$ cat src/rtl/u8n1_pkg.sv
// ----------------------------------------------------------------------------
// u8n1_pkg
// Shared constants and types for the 8N1 UART transceiver.
// ----------------------------------------------------------------------------
package u8n1_pkg;

    localparam int RX_FIFO_DEPTH = 16;
    localparam int PTR_W         = $clog2(RX_FIFO_DEPTH);
    localparam int FILL_W        = $clog2(RX_FIFO_DEPTH + 1);
    localparam int COUNT_W       = 5;

    localparam int PERIOD_W      = 16;
    localparam int RX_TIMER_W    = 17;
    localparam int BITS_W        = 4;
    localparam int BYTE_W        = 8;

    localparam logic [PERIOD_W-1:0] PERIOD_RESET = 16'd139;

    // tx frame: eight data bits then the stop bit
    localparam logic [BITS_W-1:0] TX_FRAME_BITS = 4'd9;
    localparam logic [BITS_W-1:0] RX_DATA_BITS  = 4'd8;

    // APB register map (word index = paddr[2])
    localparam int   PADDR_W        = 3;
    localparam logic REG_BIT_PERIOD = 1'b0;

    localparam int IN_FIELDS_W  = 11;
    localparam int IN_TDATA_W   = 16;
    localparam int OUT_FIELDS_W = 18;
    localparam int OUT_TDATA_W  = 24;

    typedef struct packed {
        logic line;
        logic busy;
        logic accepted;
    } tx_status_t;

    typedef struct packed {
        logic              valid;
        logic [BYTE_W-1:0] data;
    } rx_push_t;

    typedef struct packed {
        logic [BYTE_W-1:0]  data;
        logic               valid;
        logic [COUNT_W-1:0] count;
        logic               overflow;
    } fifo_status_t;

endpackage

$ cat src/rtl/u8n1_tx.sv
// ----------------------------------------------------------------------------
// u8n1_tx
// Transmit side: start bit, eight data bits LSB first, stop bit; busy ends
// with the stop bit.
// ----------------------------------------------------------------------------
module u8n1_tx (
    input  logic                            clk,
    input  logic                            rst_n,
    input  logic                            step,
    input  logic                            start,
    input  logic [u8n1_pkg::BYTE_W-1:0]     byte_in,
    input  logic [u8n1_pkg::PERIOD_W-1:0]   bit_period,
    output u8n1_pkg::tx_status_t            status
);

    logic [u8n1_pkg::PERIOD_W-1:0] timer_reg, timer_next;
    logic [u8n1_pkg::BYTE_W-1:0]   shift_reg, shift_next;
    logic [u8n1_pkg::BITS_W-1:0]   bits_left_reg, bits_left_next;
    logic                          active_reg, active_next;
    logic                          level_reg, level_next;
    logic                          accepted;
    logic                          fire;

    assign fire = (timer_reg <= u8n1_pkg::PERIOD_W'(1));

    always_comb
    begin
        timer_next     = timer_reg;
        shift_next     = shift_reg;
        bits_left_next = bits_left_reg;
        active_next    = active_reg;
        level_next     = level_reg;
        accepted       = 1'b0;
        if (!active_reg)
        begin
            if (start)
            begin
                accepted       = 1'b1;
                active_next    = 1'b1;
                shift_next     = byte_in;
                bits_left_next = u8n1_pkg::TX_FRAME_BITS;
                level_next     = 1'b0;
                timer_next     = bit_period;
            end
        end
        else if (fire)
        begin
            if (bits_left_reg > u8n1_pkg::BITS_W'(1))
            begin
                level_next     = shift_reg[0];
                shift_next     = {1'b0, shift_reg[u8n1_pkg::BYTE_W-1:1]};
                bits_left_next = bits_left_reg - u8n1_pkg::BITS_W'(1);
                timer_next     = bit_period;
            end
            else if (bits_left_reg == u8n1_pkg::BITS_W'(1))
            begin
                // stop bit
                level_next     = 1'b1;
                bits_left_next = '0;
                timer_next     = bit_period;
            end
            else
            begin
                active_next = 1'b0;
                level_next  = 1'b1;
            end
        end
        else
        begin
            timer_next = timer_reg - u8n1_pkg::PERIOD_W'(1);
        end
    end

    always_comb
    begin
        status.line     = level_next;
        status.busy     = active_next;
        status.accepted = accepted;
    end

    always_ff @(posedge clk or negedge rst_n)
    begin
        if (!rst_n)
        begin
            timer_reg     <= '0;
            shift_reg     <= '0;
            bits_left_reg <= '0;
            active_reg    <= 1'b0;
            level_reg     <= 1'b1;
        end
        else if (step)
        begin
            timer_reg     <= timer_next;
            shift_reg     <= shift_next;
            bits_left_reg <= bits_left_next;
            active_reg    <= active_next;
            level_reg     <= level_next;
        end
    end

endmodule

$ cat src/rtl/u8n1_rx.sv
// ----------------------------------------------------------------------------
// u8n1_rx
// Receive side: falling-edge start detect, first sample 1.5 periods later,
// then one sample per period until eight bits are in.
// ----------------------------------------------------------------------------
module u8n1_rx (
    input  logic                            clk,
    input  logic                            rst_n,
    input  logic                            step,
    input  logic                            line,
    input  logic [u8n1_pkg::PERIOD_W-1:0]   bit_period,
    output u8n1_pkg::rx_push_t              push
);

    logic [u8n1_pkg::RX_TIMER_W-1:0] timer_reg, timer_next;
    logic [u8n1_pkg::BYTE_W-1:0]     shift_reg, shift_next;
    logic [u8n1_pkg::BITS_W-1:0]     bits_got_reg, bits_got_next;
    logic                            active_reg, active_next;
    logic                            prev_reg;
    logic                            fire;

    assign fire = (timer_reg <= u8n1_pkg::RX_TIMER_W'(1));

    always_comb
    begin
        timer_next    = timer_reg;
        shift_next    = shift_reg;
        bits_got_next = bits_got_reg;
        active_next   = active_reg;
        push.valid    = 1'b0;
        push.data     = '0;
        if (active_reg)
        begin
            if (fire)
            begin
                shift_next    = {line, shift_reg[u8n1_pkg::BYTE_W-1:1]};
                bits_got_next = bits_got_reg + u8n1_pkg::BITS_W'(1);
                timer_next    = u8n1_pkg::RX_TIMER_W'(bit_period);
                if (bits_got_next >= u8n1_pkg::RX_DATA_BITS)
                begin
                    push.valid  = 1'b1;
                    push.data   = shift_next;
                    active_next = 1'b0;
                end
            end
            else
            begin
                timer_next = timer_reg - u8n1_pkg::RX_TIMER_W'(1);
            end
        end
        else if (prev_reg && !line)
        begin
            // start edge: first sample lands mid data bit 0
            active_next   = 1'b1;
            timer_next    = u8n1_pkg::RX_TIMER_W'(bit_period)
                          + u8n1_pkg::RX_TIMER_W'(bit_period[u8n1_pkg::PERIOD_W-1:1]);
            bits_got_next = '0;
            shift_next    = '0;
        end
    end

    always_ff @(posedge clk or negedge rst_n)
    begin
        if (!rst_n)
        begin
            timer_reg    <= '0;
            shift_reg    <= '0;
            bits_got_reg <= '0;
            active_reg   <= 1'b0;
            prev_reg     <= 1'b1;
        end
        else if (step)
        begin
            timer_reg    <= timer_next;
            shift_reg    <= shift_next;
            bits_got_reg <= bits_got_next;
            active_reg   <= active_next;
            prev_reg     <= line;
        end
    end

endmodule

$ cat src/rtl/u8n1_fifo.sv
// ----------------------------------------------------------------------------
// u8n1_fifo
// Receive FIFO: pop before push in the same tick, push to full is dropped.
// ----------------------------------------------------------------------------
module u8n1_fifo (
    input  logic                    clk,
    input  logic                    rst_n,
    input  logic                    step,
    input  logic                    pop,
    input  u8n1_pkg::rx_push_t      push,
    output u8n1_pkg::fifo_status_t  status
);

    logic [u8n1_pkg::BYTE_W-1:0] mem_reg [u8n1_pkg::RX_FIFO_DEPTH];
    logic [u8n1_pkg::PTR_W-1:0]  head_reg, head_next;
    logic [u8n1_pkg::PTR_W-1:0]  tail_reg, tail_next;
    logic [u8n1_pkg::FILL_W-1:0] fill_reg, fill_next;
    logic [u8n1_pkg::FILL_W-1:0] fill_after_pop;
    logic                        do_pop;
    logic                        do_push;
    logic                        full;

    localparam logic [u8n1_pkg::PTR_W-1:0] LAST_PTR =
        u8n1_pkg::PTR_W'(u8n1_pkg::RX_FIFO_DEPTH - 1);

    always_comb
    begin
        do_pop         = pop && (fill_reg != '0);
        fill_after_pop = fill_reg - u8n1_pkg::FILL_W'(do_pop);
        full           = (fill_after_pop == u8n1_pkg::FILL_W'(u8n1_pkg::RX_FIFO_DEPTH));
        do_push        = push.valid && !full;
        fill_next      = fill_after_pop + u8n1_pkg::FILL_W'(do_push);

        head_next = head_reg;
        if (do_pop)
        begin
            head_next = (head_reg == LAST_PTR) ? '0 : head_reg + u8n1_pkg::PTR_W'(1);
        end
        tail_next = tail_reg;
        if (do_push)
        begin
            tail_next = (tail_reg == LAST_PTR) ? '0 : tail_reg + u8n1_pkg::PTR_W'(1);
        end

        status.data     = do_pop ? mem_reg[head_reg] : '0;
        status.valid    = do_pop;
        status.count    = u8n1_pkg::COUNT_W'(fill_next);
        status.overflow = push.valid && full;
    end

    always_ff @(posedge clk)
    begin
        if (step && do_push)
        begin
            mem_reg[tail_reg] <= push.data;
        end
    end

    always_ff @(posedge clk or negedge rst_n)
    begin
        if (!rst_n)
        begin
            head_reg <= '0;
            tail_reg <= '0;
            fill_reg <= '0;
        end
        else if (step)
        begin
            head_reg <= head_next;
            tail_reg <= tail_next;
            fill_reg <= fill_next;
        end
    end

endmodule

$ cat src/rtl/uart_8n1_transceiver.sv
// ----------------------------------------------------------------------------
// uart_8n1_transceiver
// 8N1 UART transceiver stepped one clock tick per input transfer.
// ----------------------------------------------------------------------------
//  port group   dir   contents
//  s_axis_*     in    one tick: tx_start, tx_byte, rx_line, rx_pop
//  m_axis_*     out   tick result: line/busy/accept, popped byte, fifo count
//  APB          in    bit_period at word 0
//
//  One transfer per cycle sustained while m_axis is ready; each input transfer
//  passes through the input register, then the result register.
//  Reset puts both lines idle, the FIFO empty and bit_period at 139.
//  A stall on m_axis holds the result register, then the input register,
//  and the bit timers only advance when a tick moves into the result stage.
// ----------------------------------------------------------------------------
module uart_8n1_transceiver (
    input  logic                                clk,
    input  logic                                rst_n,

    input  logic                                s_axis_tvalid,
    output logic                                s_axis_tready,
    // [0] tx_start, [8:1] tx_byte, [9] rx_line, [10] rx_pop, [15:11] zero
    input  logic [u8n1_pkg::IN_TDATA_W-1:0]     s_axis_tdata,

    output logic                                m_axis_tvalid,
    input  logic                                m_axis_tready,
    // [0] tx_line, [1] tx_busy, [2] tx_accepted, [10:3] rx_byte, [11] rx_valid,
    // [16:12] rx_count, [17] rx_overflow, [23:18] zero
    output logic [u8n1_pkg::OUT_TDATA_W-1:0]    m_axis_tdata,

    input  logic                                psel,
    input  logic                                penable,
    input  logic                                pwrite,
    input  logic [u8n1_pkg::PADDR_W-1:0]        paddr,
    input  logic [31:0]                         pwdata,
    output logic [31:0]                         prdata,
    output logic                                pready
);

    logic [u8n1_pkg::PERIOD_W-1:0]     bit_period_reg;
    logic                              in_valid_reg;
    logic [u8n1_pkg::IN_FIELDS_W-1:0]  in_data_reg;
    logic                              out_valid_reg;
    logic [u8n1_pkg::OUT_FIELDS_W-1:0] out_data_reg, out_data_next;
    logic                              advance;
    logic                              step;
    logic                              cfg_write;

    u8n1_pkg::tx_status_t   tx_status;
    u8n1_pkg::rx_push_t     rx_push;
    u8n1_pkg::fifo_status_t fifo_status;

    // ---- configuration ----
    assign pready    = 1'b1;
    assign cfg_write = psel && penable && pwrite && pready;
    assign prdata    = (paddr[2] == u8n1_pkg::REG_BIT_PERIOD) ? 32'(bit_period_reg) : '0;

    always_ff @(posedge clk or negedge rst_n)
    begin
        if (!rst_n)
        begin
            bit_period_reg <= u8n1_pkg::PERIOD_RESET;
        end
        else if (cfg_write && paddr[2] == u8n1_pkg::REG_BIT_PERIOD)
        begin
            bit_period_reg <= pwdata[u8n1_pkg::PERIOD_W-1:0];
        end
    end

    // ---- two-stage pipeline ----
    assign advance       = !out_valid_reg || m_axis_tready;
    assign step          = in_valid_reg && advance;
    assign s_axis_tready = !in_valid_reg || advance;

    always_ff @(posedge clk or negedge rst_n)
    begin
        if (!rst_n)
        begin
            in_valid_reg <= 1'b0;
        end
        else if (s_axis_tvalid && s_axis_tready)
        begin
            in_valid_reg <= 1'b1;
        end
        else if (step)
        begin
            in_valid_reg <= 1'b0;
        end
    end

    always_ff @(posedge clk)
    begin
        if (s_axis_tvalid && s_axis_tready)
        begin
            in_data_reg <= s_axis_tdata[u8n1_pkg::IN_FIELDS_W-1:0];
        end
    end

    u8n1_tx u_tx (
        .clk        (clk),
        .rst_n      (rst_n),
        .step       (step),
        .start      (in_data_reg[0]),
        .byte_in    (in_data_reg[8:1]),
        .bit_period (bit_period_reg),
        .status     (tx_status)
    );

    u8n1_rx u_rx (
        .clk        (clk),
        .rst_n      (rst_n),
        .step       (step),
        .line       (in_data_reg[9]),
        .bit_period (bit_period_reg),
        .push       (rx_push)
    );

    u8n1_fifo u_fifo (
        .clk    (clk),
        .rst_n  (rst_n),
        .step   (step),
        .pop    (in_data_reg[10]),
        .push   (rx_push),
        .status (fifo_status)
    );

    assign out_data_next = {fifo_status.overflow, fifo_status.count, fifo_status.valid,
                            fifo_status.data, tx_status.accepted, tx_status.busy,
                            tx_status.line};

    always_ff @(posedge clk or negedge rst_n)
    begin
        if (!rst_n)
        begin
            out_valid_reg <= 1'b0;
        end
        else if (step)
        begin
            out_valid_reg <= 1'b1;
        end
        else if (m_axis_tready)
        begin
            out_valid_reg <= 1'b0;
        end
    end

    always_ff @(posedge clk)
    begin
        if (step)
        begin
            out_data_reg <= out_data_next;
        end
    end

    assign m_axis_tvalid = out_valid_reg;
    assign m_axis_tdata  = u8n1_pkg::OUT_TDATA_W'(out_data_reg);

    // ---- checks ----
    // accepted frame starts busy with the line driven low
    a_accept_busy: assert property (@(posedge clk) disable iff (!rst_n)
        out_valid_reg && out_data_reg[2] |-> out_data_reg[1] && !out_data_reg[0])
        else $error("accepted transfer without busy start bit");

    // a pop in the same tick always frees room for the push
    a_overflow_no_pop: assert property (@(posedge clk) disable iff (!rst_n)
        out_valid_reg && out_data_reg[17] |-> !out_data_reg[11])
        else $error("overflow reported in a tick with a successful pop");

    a_overflow_full: assert property (@(posedge clk) disable iff (!rst_n)
        out_valid_reg && out_data_reg[17]
        |-> out_data_reg[16:12] == u8n1_pkg::COUNT_W'(u8n1_pkg::RX_FIFO_DEPTH))
        else $error("overflow reported with FIFO not full");

    // a stalled result stage must keep the input stage from stepping
    a_stall_no_step: assert property (@(posedge clk) disable iff (!rst_n)
        out_valid_reg && !m_axis_tready |-> !step)
        else $error("tick processed while result stage stalled");

endmodule

$ cat config.mk
export PLATFORM = sky130hd
export DESIGN_NAME = uart_8n1_transceiver
export DESIGN_NICKNAME = d
export VERILOG_FILES = /design/src/rtl/u8n1_pkg.sv /design/src/rtl/u8n1_tx.sv /design/src/rtl/u8n1_rx.sv /design/src/rtl/u8n1_fifo.sv /design/src/rtl/uart_8n1_transceiver.sv
export SDC_FILE = /design/constraint.sdc
export NUM_CORES = 1
export LEC_CHECK = 0
export BUFFER_PORTS_ARGS = -buffer_cell sky130_fd_sc_hd__buf_2
export CORE_AREA = 10 10 175 136
export DETAILED_ROUTE_END_ITERATION = 10
export DIE_AREA = 0 0 185 146
export PLACE_DENSITY = 0.89
export SLEW_MARGIN = 15
export SYNTH_ARGS = -nofsm -noshare
export SYNTH_HDL_FRONTEND = slang
export SYNTH_SLANG_ARGS = --single-unit
$ cat constraint.sdc
create_clock -name clk -period 5.42 [get_ports clk]
set_clock_uncertainty 0.2 [all_clocks]
set_input_delay 1.084 -clock clk [delete_from_list [all_inputs] [get_ports clk]]
set_output_delay 1.084 -clock clk [all_outputs]
set_load 0.01 [all_outputs]
**Yosys cells after proc, flatten, opt, wreduce, memory -nomap -nowiden**

Memory sizes are Yosys's and may differ from the RTL's. A register that Yosys moved wholly into a read port is not among the register bits.
Index checks and enable logic that the tools add are counted.
W data, S select, Z words.

- Bits in registers: 113
- RAM bits: 128
- Bits of input ports: 58
- Output and inout port bits: 59
- Logic and storage cells: 120
- Memories kept: 1

- Add/sub/neg operators: 9
- Magnitude comparators: 4
- Equality and inequality tests: 9
- Muxes and demuxes: 48
- Bitwise logic cells: 1
- Reductions and logical operators: 29

Memory list:

| memory | depth | bits a word | read ports | clocked after Yosys merged registers in | write ports | line | RTL |
|---|---|---|---|---|---|---|---|
| u_fifo.mem_reg | 16 | 8 | 1 | 1 | 1 | u8n1_fifo.sv:14 | `logic [u8n1_pkg::BYTE_W-1:0] mem_reg [u8n1_pkg::RX_FIFO_DEPTH];` |

Operators with widths:

| operator | number |
|---|---|
| $mux W16 | 6 |
| $mux W8 | 7 |
| $mux W17 | 3 |
| $mux W4 | 10 |
| $mux W9 | 3 |
| $mux W1 | 19 |
| $add A16 B15 Y17 | 1 |
| $le A17 B1 Y1 const B | 1 |
| $sub A17 B1 Y17 const B | 1 |
| $le A16 B1 Y1 const B | 1 |
| $sub A16 B1 Y16 const B | 1 |
| $add A4 B1 Y4 const B | 3 |
| $logic_and A1 B1 Y1 | 10 |
| $eq A4 B4 Y1 const B | 2 |
| $reduce_and A4 Y1 | 2 |
| $reduce_bool A2 Y1 | 4 |
| $ne A2 B2 Y1 const B | 3 |
| $reduce_and A2 Y1 | 3 |
| $reduce_and A3 Y1 | 2 |
| $add A5 B1 Y5 | 1 |
| $eq A5 B5 Y1 const B | 1 |
| $logic_not A1 Y1 | 5 |
| $reduce_bool A5 Y1 | 1 |
| $sub A5 B1 Y5 | 1 |
| 8 further kinds | 9 |

**Depth between registers and ports, before layout**

Gate-level depths: netlist of the first run.

- Word-level depth: 9
- Depth in mapped cells: 16
- Depth with buffers taken out: 16

**By module**

From an unflattened synthesis of the first run, not the netlist that was laid out.

- Cells, all modules: 947
- Area, all modules: 12324.3 sq um

Modules (own cells, without submodules):

| module | instances | cells an instance | area each (sq um) | seq. area each (sq um) |
|---|---|---|---|---|
| u8n1_fifo | 1 | 308 | 5834.3 | 4169.0 |
| u8n1_rx | 1 | 312 | 2627.5 | 752.0 |
| u8n1_tx | 1 | 214 | 1953.1 | 752.0 |
| uart_8n1_transceiver | 1 | 113 | 1909.3 | 1326.3 |

**Least setup slack after synthesis of the first run**

Ideal clock, no wire load.

- Path type: register to register
- Start point: register u_fifo.fill_reg[0] in the netlist's numbering
- End point: register out_data_reg[16] in the netlist's numbering, data pin
- Arrival time: 3.360 ns
- Data required time: 4.960 ns
- Path slack: 1.600 ns
- Stages on the path, launching flop included: 16
- Path buffers: 0
- Clock period less this slack: 3.820 ns
- Path through: dfrtp_1 or4_1 o21ai_1 inv_1 ha_1 ha_1 xnor2_1 and3_1 nand3_1 and2_1 ha_1 ha_1 nor2b_1 a31oi_1 a31oi_1 xnor2_1

RTL lines:

| what | line | RTL |
|---|---|---|
| start, declared | u8n1_fifo.sv:17 | `logic [u8n1_pkg::FILL_W-1:0] fill_reg, fill_next;` |
| start signal, assigned | u8n1_fifo.sv:71 | `fill_reg <= fill_next;` |
| end signal, assigned | uart_8n1_transceiver.sv:151 | `out_data_reg <= out_data_next;` |
| end, declared | uart_8n1_transceiver.sv:44 | `logic [u8n1_pkg::OUT_FIELDS_W-1:0] out_data_reg, out_data_next;` |

==> results.py, run 1 <==
metrics = {
    "run_status": {
        "outcome": "finished, final reports clean",
    },
    "yosys": {
        "yosysTopAreaCell": "edfxtp_1",
        "synth.top_cell.area_share_pct": 39.3,
        "ys_ff_latch": 248,
        "synth_flop_cell": "edfxtp_1",
        "post_synth_num_cell_types": 71,
        "yosysSeqAreaShare_pct": 58.3,
        "synth-edff-count": 157,
        "ys.warnings.count": 0,
        "syn-mean-instance-area_um2": 12.9,
        "ys_top_cells_by_area": "edfxtp_1, dfrtp_1, mux4_2",
        "ys_async_sr_fraction_pct": 36.7,
        "post_synth_inst_count": 933,
        "synthesis.area_um2": 12000,
    },
    "cts": {
        "ctsHoldBuffers": 0,
        "cts-root-to-sink-buffers": 3,
        "cts_tree": "built",
        "cts_root_buffer": "clkbuf_16",
        "cts_post_setup_buffers_inserted": 0,
        "post_cts.resized_instances": 0,
        "htreeDepth": 1,
        "clk-insertion-delay-late_ns": 0.52,
        "clk_transition_reported_paths_ns": 0.06,
        "cts-buffers-inserted": 24,
        "clkSinkCount": 248,
    },
    "sta": {
        "final.min_clock_period_ns": 4.37,
        "unrepaired_setup_endpoints_after_global_routing": "false",
        "finalSetupViolations": 0,
        "timing_worst_slew_pin_value_ns": 0.990,
        "worst_setup_margin_ns": 1.05,
        "worst_hold_slack_ns": 0.258,
        "slew_viol_final": 0,
        "relative_slew_slack_pct": 33.8,
        "hold_viol": 0,
        "setup_tns_ns": 0,
        "fmax_mhz": 229,
        "timing.final.crit_share_pct": 80.6,
    },
    "placed_design": {
        "placement.cell_area_um2": 12500,
        "setup_slack_after_placement_ns": 1.26,
        "port_buffers": 70,
        "post-place-cells": 1233,
        "detailedPlacementHpwl_um": 18100,
        "gpl.final_weighted_congestion": 0.910,
    },
    "die": {
        "total_die_area_um2": 27000,
        "num_io_pins": 117,
        "core_area_um2": 20600,
        "dieWidth_um": 185,
        "rows": 46,
        "start_util_pct": 58.3,
        "floorplan.die.height_um": 146,
    },
    "critical_path": {
        "critical_path_required_ns": 5.62,
        "startpoint_type": "flip-flop",
        "cp_max_fo": 10,
        "worst_setup_path_end_kind": "flip-flop",
        "path_class": "reg2reg",
        "cp_data_arrival_time_ns": 4.57,
    },
    "cells_and_area": {
        "layout_fillers": 1419,
        "num-nets-final": 1087,
        "stdcell_count": 1278,
        "largest_reg_flops": 128,
        "layout.area.seq_um2": 7000,
        "final_common_cell": "edfxtp_1",
        "layout_area_overhead_pct": 10.8,
        "multi_input_area_um2": 4650,
        "commonest_cells_after_routing_fill_and_taps_aside": "edfxtp_1, dfrtp_1, buf_2",
        "drive_gt1_share_pct": 20.7,
        "final_core_utilization_pct": 64.6,
        "stdcell_area_um2": 13300,
    },
    "global_route": {
        "global_route.usage.total_pct": 20.4,
        "grt_pass1_wl_um": 44100,
        "via_count_of_the_first_global_routing_pass": 7952,
        "grt_overflow": 0,
        "grt_antenna_before_repair": 1,
        "grt_max_degree": 48,
    },
    "power": {
        "peakVddDrop_mv": 0.245,
        "fin_total_pwr_mw": 5.95,
        "p_per_area_nw_per_um2": 447,
        "leakage_nw": 5.35,
    },
    "run": {
        "max_cap_viol_count": 0,
    },
    "hold_path": {
        "timing.hold.worst.class": "reg2reg",
    },
    "routing": {
        "detail_route.drc_violations": 0,
        "vias_per_cell": 6.31,
        "average_wire_per_cell_in_the_routed_design_um": 21.8,
        "drt-pass1-iter-count": 6,
        "drt_wl_total_um": 27900,
        "dr_total_vias": 8066,
        "post_drt_antenna_nets": 0,
        "drt_iter0_markers": 979,
    },
}
==> final timing paths <==
check	startpoint	endpoint	slack, ns	cells past startpoint
setup reg to reg	u_fifo.fill_reg[2]	u_fifo.fill_reg[4]	1.05	17
max in group asynchronous	rst_n	u_rx.timer_reg[8]	3.60	2
min in group asynchronous	rst_n	u_tx.shift_reg[2]	0.38	1
hold / removal	u_rx.prev_reg	u_rx.prev_reg	0.26	2
hold reg to reg	u_rx.prev_reg	u_rx.prev_reg	0.26	2
setup / recovery	u_fifo.fill_reg[2]	u_fifo.fill_reg[4]	1.05	17
==> per-layer routing <==
layer  vias to the layer above  wire length (um)  global-route usage, %
li1                       3581                 -                      -
met1                      3963             11400                   28.1
met2                       456             13300                   32.4
met3                        66              2510                   3.79
met4                         0               707                   5.52
met5                         -                 0                      0
==> Yosys cell counts, drive strengths merged, types with 28 or more instances <==
cell type and count:
buf 36, mux4 40, nor2 64, o21ai 60, mux2 35, nand2 60
ha 33, a21oi 48, dfrtp 85, nor2b 28, clkbuf 29, edfxtp 157
==> layout make-up <==
type / instances / share of cell area, %
sequential: 248 / 52.6
inverter: 24 / 0.677
tap: 264 / 2.48
clock buffer: 35 / 4.98
antenna: 1 / 0.0188
multi-input combinational: 617 / 35.0
timing repair buffer: 80 / 3.22
clock inverter: 9 / 1.03
==> cell families (layout without fill, tap and decap cells) <==
group                      after synthesis  count (layout)  share of synthesized area, %
xor gates and xnor gates                26              26                          1.90
muxes                                   77              77                          10.9
AOI/OAI and AO/OA                      188             188                          10.0
DFF                                    248             248                          58.3
adders and majority gates               34              34                          3.60
and+or+nand+nor                        269             269                          11.4
buffers and inverters                   89             148                          3.75
other                                    2              24                        0.0625
==> power by group <==
group          switching [mW]  internal, mW
combinational           0.911         0.716
clock                   0.700         0.995
sequential              0.346          2.28
==> worst max-delay path, cell delays in order, from the launching register on <==
cell     delay, ns
dfrtp_1       0.42
or4_1         0.50
o21ai_1       0.15
buf_4         0.20
inv_1         0.09
ha_1          0.25
ha_1          0.24
xnor2_1       0.38
and3_1        0.23
nand3_1       0.16
and2_1        0.21
ha_1          0.21
ha_1          0.26
nor2b_1       0.15
a31oi_1       0.05
a31oi_1       0.28
nor2_1        0.09
xor2_1        0.16
(Power assumes the default switching activity.)
==> run 2, diff against run 1 <==
--- a/config.mk
+++ b/config.mk
@@ -5,11 +5,12 @@
 export SDC_FILE = /design/constraint.sdc
 export NUM_CORES = 1
 export LEC_CHECK = 0
+export ABC_AREA = 1
 export BUFFER_PORTS_ARGS = -buffer_cell sky130_fd_sc_hd__buf_2
-export CORE_AREA = 10 10 175 136
+export CORE_AREA = 10 10 187 145
 export DETAILED_ROUTE_END_ITERATION = 10
-export DIE_AREA = 0 0 185 146
-export PLACE_DENSITY = 0.89
+export DIE_AREA = 0 0 197 155
+export PLACE_DENSITY = 0.85
 export SLEW_MARGIN = 15
 export SYNTH_ARGS = -nofsm -noshare
 export SYNTH_HDL_FRONTEND = slang
==> constraint.sdc (replaced) <==
create_clock -name clk -period 4 [get_ports clk]
set_clock_uncertainty 0.2 [all_clocks]
set_input_delay 0.8 -clock clk [delete_from_list [all_inputs] [get_ports clk]]
set_output_delay 0.8 -clock clk [all_outputs]
set_load 0.01 [all_outputs]
==> run 2 against run 1 <==
Against the previous run: routed wire length increased by 8.6%; largest cell class unchanged; maximum frequency grew 19%; clock-buffer cell count is 4 lower; final area grew 3.8%; critical path depth decreased by 3; worst setup slack worse by 0.72 ns; synthesized cell count rose by 47%; sequential power up 33%; final cell count is 38% higher.
==> results.py, run 2 <==
metrics = {
    "power": {
        "p_per_area_nw_per_um2": 626,
        "leakage_nw": 5.89,
        "peakVddDrop_mv": 0.468,
        "fin_total_pwr_mw": 8.64,
    },
    "run": {
        "max_cap_viol_count": 0,
    },
    "placed_design": {
        "detailedPlacementHpwl_um": 21100,
        "post-place-cells": 1712,
        "gpl.final_weighted_congestion": 0.919,
        "port_buffers": 70,
    },
    "yosys": {
        "syn-mean-instance-area_um2": 9.08,
        "synth_flop_cell": "edfxtp_1",
        "synthesis.area_um2": 12500,
        "synth.most_common_cell": "nand2_1",
        "ys_top_cells_by_area": "edfxtp_1, dfrtp_1, nand2_1",
        "ys_async_sr_fraction_pct": 36.7,
        "post_synth_num_cell_types": 41,
        "ys_ff_latch": 248,
        "synth-edff-count": 157,
        "synth.top_cell.area_share_pct": 37.9,
        "yosysSeqAreaShare_pct": 56.2,
        "synth.top_cells.by_count": "nand2_1, nor2_1, edfxtp_1, inv_1, o21ai_0",
        "ys.warnings.count": 0,
        "post_synth_inst_count": 1372,
        "yosysTopAreaCell": "edfxtp_1",
    },
    "run_status": {
        "outcome": "finished, final reports clean",
    },
    "critical_path": {
        "critical_path_required_ns": 3.93,
        "cp_max_fo": 8,
        "cp_data_arrival_time_ns": 3.60,
        "path_class": "reg2reg",
        "worst_setup_path_end_kind": "flip-flop",
        "startpoint_type": "flip-flop",
    },
    "cts": {
        "cts-root-to-sink-buffers": 3,
        "clk_transition_reported_paths_ns": 0.06,
        "cts_root_buffer": "clkbuf_16",
        "cts-buffers-inserted": 25,
        "cts_tree": "built",
        "clkSinkCount": 248,
        "cts_post_setup_buffers_inserted": 0,
        "clk-insertion-delay-late_ns": 0.53,
        "ctsHoldBuffers": 0,
        "htreeDepth": 1,
        "post_cts.resized_instances": 0,
    },
    "hold_path": {
        "timing.hold.worst.class": "in2async",
    },
    "sta": {
        "timing.final.crit_share_pct": 91.7,
        "worst_hold_slack_ns": 0.144,
        "timing_worst_slew_pin_value_ns": 1.06,
        "unrepaired_setup_endpoints_after_global_routing": "false",
        "hold_viol": 0,
        "final.min_clock_period_ns": 3.67,
        "setup_tns_ns": 0,
        "slew_viol_final": 0,
        "fmax_mhz": 273,
        "relative_slew_slack_pct": 28.8,
        "finalSetupViolations": 0,
    },
    "cells_and_area": {
        "antenna-diode-count": 0,
        "drive_gt1_share_pct": 10.5,
        "stdcell_count": 1759,
        "largest_reg_flops": 128,
        "final_common_cell": "nand2_1",
        "num-nets-final": 1526,
        "commonest_cells_after_routing_fill_and_taps_aside": "nand2_1, nor2_1, edfxtp_1",
        "layout_area_overhead_pct": 10.9,
        "layout_fillers": 1960,
    },
    "die": {
        "start_util_pct": 52.9,
        "rows": 49,
        "core_area_um2": 23500,
        "num_io_pins": 117,
        "dieWidth_um": 197,
        "total_die_area_um2": 30500,
        "floorplan.die.height_um": 155,
    },
    "global_route": {
        "grt_pass1_wl_um": 47900,
        "grt_antenna_before_repair": 0,
        "grt_max_degree": 80,
        "grt_overflow": 0,
        "global_route.usage.total_pct": 19.3,
        "via_count_of_the_first_global_routing_pass": 9197,
    },
    "routing": {
        "average_wire_per_cell_in_the_routed_design_um": 17.2,
        "vias_per_cell": 5.57,
        "drt-pass1-iter-count": 6,
        "detail_route.drc_violations": 0,
        "post_drt_antenna_nets": 0,
        "dr_total_vias": 9802,
        "drt_iter0_markers": 944,
        "drt_wl_total_um": 30300,
    },
}
## run 2: cell types whose count changed after synthesis, moves of 14 or more
| cell | change |
|---|---|
| nand2_1 | +256 |
| inv_1 | +114 |
| nor2_1 | +113 |
| o21ai_0 | +63 |
| nand3_1 | +60 |
| mux4_2 | -40 |
| mux2_2 | -35 |
| nor2b_1 | -28 |
| and2_1 | -22 |
| nand4_1 | +19 |
| and3_1 | -17 |
| a21oi_1 | +16 |
| o22ai_1 | +14 |
## run 2: kinds of logic (layout without fill, tap and decap cells)
kind of cell | count (synthesis) | after routing | synth area share [%]
other cells | 2 | 23 | 0.0603
compound gates | 230 | 230 | 10.3
flops | 248 | 248 | 56.2
simple gates | 620 | 620 | 20.9
buf+inv | 213 | 273 | 7.33
fa+ha+maj | 34 | 34 | 3.48
xor+xnor | 25 | 25 | 1.76
## run 2: stage by stage
stage / cell area, um^2 / util (%) / setup WS [ns]
after floorplan: 12500 / - / 0.967
after global placement: 13000 / 55.2 / 0.562
after detailed placement: 13000 / 55.2 / 0.422
after CTS: 13800 / 58.6 / 0.440
after global routing: 13800 / 58.7 / 0.195
final: 13800 / 58.7 / 0.334
## run 2: final timing paths
| kind | start | to | slack, ns | depth (start not counted) |
|---|---|---|---|---|
| worst min register to register | u_tx.level_reg | u_tx.level_reg | 0.28 | 2 |
| worst max register to register | u_fifo.fill_reg[2] | u_fifo.mem_reg[11][7] | 0.33 | 14 |
| max in group asynchronous | rst_n | u_tx.level_reg | 2.63 | 2 |
| min in group clk | s_axis_tdata[1] | in_data_reg[1] | 0.26 | 1 |
| worst max-delay path | u_fifo.fill_reg[2] | u_fifo.mem_reg[11][7] | 0.33 | 14 |
| worst min-delay path | rst_n | u_tx.timer_reg[3] | 0.14 | 1 |
## run 2: area by class of cell
class	count	area, um^2	share of cell area (%)
repair buffers	85	473	3.42
multi-input cells	932	4620	33.5
flip-flops and latches	248	7000	50.7
clock buffers	31	658	4.76
inverters	142	536	3.88
clock inverters	15	141	1.02
well taps	306	383	2.77
## run 2: where the power goes
group	switching (mW)	leakage, nW	internal [mW]
Sequential	0.395	2.26	3.11
Clock	0.977	0.384	1.31
Combinational	1.91	3.25	0.939
## run 2: critical path: stages, from the launching register on
cell and delay, ns:
dfrtp_1 0.41, nor2_1 0.20, nand4_1 0.12, nand2_1 0.11, inv_1 0.08, ha_1 0.24
ha_1 0.22, xnor2_1 0.18, nand3_1 0.10, nor2_1 0.05, nand2_1 0.10, inv_1 0.08
nor2_4 0.17, nand3_1 0.28, nor2_1 0.71
## run 2: per-layer routing
| layer | wire length, um | GRT usage [%] |
|---|---|---|
| met5 | 0 | 0 |
| met4 | 677 | 5.08 |
| met3 | 2700 | 2.76 |
| met2 | 13800 | 30.2 |
| met1 | 13100 | 27.5 |
==> run 3, diff against run 2 <==
--- a/config.mk
+++ b/config.mk
@@ -11,6 +11,7 @@
 export DETAILED_ROUTE_END_ITERATION = 10
 export DIE_AREA = 0 0 197 155
 export PLACE_DENSITY = 0.85
+export REMOVE_ABC_BUFFERS = 1
 export SLEW_MARGIN = 15
 export SYNTH_ARGS = -nofsm -noshare
 export SYNTH_HDL_FRONTEND = slang
==> run 3 against run 2 <==
Against the previous run: critical endpoint is now u_fifo.mem_reg[11][2]; first-iteration DRC count is 20% higher; sequential power about the same; sequential cell count did not move; largest power group unchanged; maximum frequency increased by 6.6%; final area barely moved; worst setup slack better by 0.23 ns; combinational power about the same; clock power shrank 3%; largest cell class unchanged.
==> results.py, run 3 (synthesized netlist as in run 2, its figures left out) <==
metrics = {
    "run_status": {
        "outcome": "finished, final reports clean",
    },
    "power": {
        "fin_total_pwr_mw": 8.61,
        "seq_power_share_pct": 40.8,
        "clock_power_share_pct": 25.8,
        "peakVddDrop_mv": 0.340,
        "p_per_area_nw_per_um2": 624,
        "power.switching_fraction_pct": 38.3,
        "power_frac_comb_pct": 33.4,
        "power.net_switching_mw": 3.29,
        "internal_power_mw": 5.31,
        "leakage_nw": 5.89,
    },
    "placed_design": {
        "gpl.final_weighted_congestion": 0.930,
        "port_buffers": 70,
        "detailedPlacementHpwl_um": 20900,
    },
    "critical_path": {
        "regToRegSetupSlack_ns": 0.56,
        "cp_max_fo": 8,
        "slowest_cell_on_crit_path": "nor2_1",
        "timing.critical_path.to": "u_fifo.mem_reg[11][2]",
        "critical_path.reg2reg.startpoint": "u_fifo.fill_reg[2]",
        "reg2reg_depth": 14,
        "worst_setup_path_end_kind": "flip-flop",
        "path_class": "reg2reg",
        "cp_data_arrival_time_ns": 3.39,
        "critical_path.startpoint": "u_fifo.fill_reg[2]",
        "startpoint_type": "flip-flop",
        "crit_chain": "nor2_1 -> nand4_1 -> nand2_1 -> inv_1 -> ha_1 -> ha_1 -> xnor2_1 -> nand3_1 -> nor2_1 -> nand2_1 -> inv_1 -> nor2_4 -> nand3_1 -> nor2_1",
        "timing.critical_path.depth": 14,
        "critical_path_required_ns": 3.95,
        "max_stage_delay_ns": 0.65,
        "worst_path_most_repeated_cell": "nor2_1",
        "critical_path.top_delay_family": "simple AND/OR/NAND/NOR gates",
        "rr_endpoint": "u_fifo.mem_reg[11][2]",
        "cp.buffers_inverters": 2,
    },
    "routing": {
        "detail_route.drc_violations": 0,
        "post_drt_antenna_nets": 0,
        "average_wire_per_cell_in_the_routed_design_um": 17.2,
        "vias_per_cell": 5.62,
        "drt_iter0_markers": 1129,
        "drt_wl_total_um": 30400,
        "drt-pass1-iter-count": 6,
        "dr_total_vias": 9910,
    },
    "die": {
        "floorplan.die.height_um": 155,
        "num_io_pins": 117,
        "core_area_um2": 23500,
        "total_die_area_um2": 30500,
        "start_util_pct": 52.9,
        "dieWidth_um": 197,
        "rows": 49,
    },
    "sta": {
        "hold_viol": 0,
        "fmax_mhz": 291,
        "slew_viol_final": 0,
        "timing_worst_slew_pin_value_ns": 1.11,
        "timing.final.crit_share_pct": 86.0,
        "finalSetupViolations": 0,
        "relative_slew_slack_pct": 25.6,
        "final.min_clock_period_ns": 3.44,
        "unrepaired_setup_endpoints_after_global_routing": "false",
        "worst_hold_slack_ns": 0.121,
        "setup_tns_ns": 0,
    },
    "hold_path": {
        "timing.hold.worst.class": "in2async",
    },
    "run": {
        "max_cap_viol_count": 0,
    },
    "cells_and_area": {
        "largest_reg_flops": 128,
        "layout_fillers": 1954,
        "layout_area_overhead_pct": 10.8,
        "commonest_cells_after_routing_fill_and_taps_aside": "nand2_1, nor2_1, edfxtp_1",
        "num-nets-final": 1530,
        "antenna-diode-count": 0,
        "final_core_utilization_pct": 58.6,
        "drive_gt1_share_pct": 10.4,
        "final_common_cell": "nand2_1",
    },
    "cts": {
        "cts_post_setup_buffers_inserted": 0,
        "htreeDepth": 1,
        "ctsHoldBuffers": 0,
        "clk_transition_reported_paths_ns": 0.06,
        "clkSinkCount": 248,
        "cts_root_buffer": "clkbuf_16",
        "clk-insertion-delay-late_ns": 0.54,
        "cts-root-to-sink-buffers": 3,
        "cts_tree": "built",
        "post_cts.resized_instances": 0,
        "cts-buffers-inserted": 25,
    },
    "global_route": {
        "m1_gr_usage_pct": 27.2,
        "global_route.usage.total_pct": 19.3,
        "met2_usage_pct": 29.7,
        "grt_max_degree": 80,
        "groute.layer.met3.usage_pct": 3.66,
        "via_count_of_the_first_global_routing_pass": 9207,
        "grt_overflow": 0,
        "grt_most_used_layer": "met2",
        "grt_antenna_before_repair": 0,
        "grt_pass1_wl_um": 48200,
    },
}
-- run 3: cell types whose count changed in the layout (fill, tap and decap cells not counted) --
cell | before | now
buf_4 | 15 | 20
buf_8 | 1 | 0
bufinv_16 | 2 | 1
clkbuf_1 | 5 | 10
clkbuf_8 | 1 | 2
clkinv_1 | 4 | 5
clkinv_2 | 3 | 1
clkinv_4 | 2 | 0
clkinvlp_2 | 1 | 0
inv_6 | 2 | 1
-- run 3: power groups by stage --
stage               logic (mW)  registers, mW  clock network [mW]
floorplan                 1.94           3.51                   0
global placement          2.68           3.52                   0
detailed placement        2.80           3.54                   0
CTS                       2.83           3.49                2.22
global route              3.23           3.56                2.34
finish                    2.88           3.51                2.22
-- run 3: worst reg2reg max path, cell delays in order (launching register included) --
cell and delay (ns):
dfrtp_1 0.41, nor2_1 0.17, nand4_1 0.10, nand2_1 0.09, inv_1 0.06, ha_1 0.24, ha_1 0.23, xnor2_1 0.19
nand3_1 0.10, nor2_1 0.04, nand2_1 0.11, inv_1 0.08, nor2_4 0.16, nand3_1 0.24, nor2_1 0.65
-- run 3: cell type report --
cell class                      instances  area [um^2]  area share [%]
Timing Repair Buffer                   89          495            3.59
Clock inverter                          9         73.8           0.535
Multi-Input combinational cell        932         4620            33.5
Sequential cell                       248         7000            50.7
Clock buffer                           37          691            5.00
Inverter                              142          536            3.88
Tap cell                              306          383            2.77
-- run 3: layer usage --
layer	wire length (um)	vias to the layer above
met4	640	0
met3	2840	66
met5	0	-
met1	13200	4655
li1	-	4667
met2	13700	522
-- run 3: worst min path at each step --
stage                     slack (ns)                  to  cells past startpoint      startpoint
final                           0.12  u_tx.timer_reg[11]                      1           rst_n
after global routing            0.19  u_tx.timer_reg[11]                      1           rst_n
after CTS                       0.15  u_tx.timer_reg[11]                      1           rst_n
after detailed placement        0.26      u_tx.level_reg                      2  u_tx.level_reg
after global placement          0.26      u_tx.level_reg                      2  u_tx.level_reg
after floorplan                 0.25      u_tx.level_reg                      2  u_tx.level_reg
-- run 3: metrics by stage --
step | worst slack, ns | cell area, um^2 | instances
6_report | 0.560 | 13800 | 1763
3_3_place_gp | 0.660 | 13000 | 1717
3_5_place_dp | 0.566 | 13000 | 1717
5_1_grt | 0.251 | 13800 | 1763
2_1_floorplan | 0.272 | 12200 | 1322
4_1_cts | 0.553 | 13800 | 1763
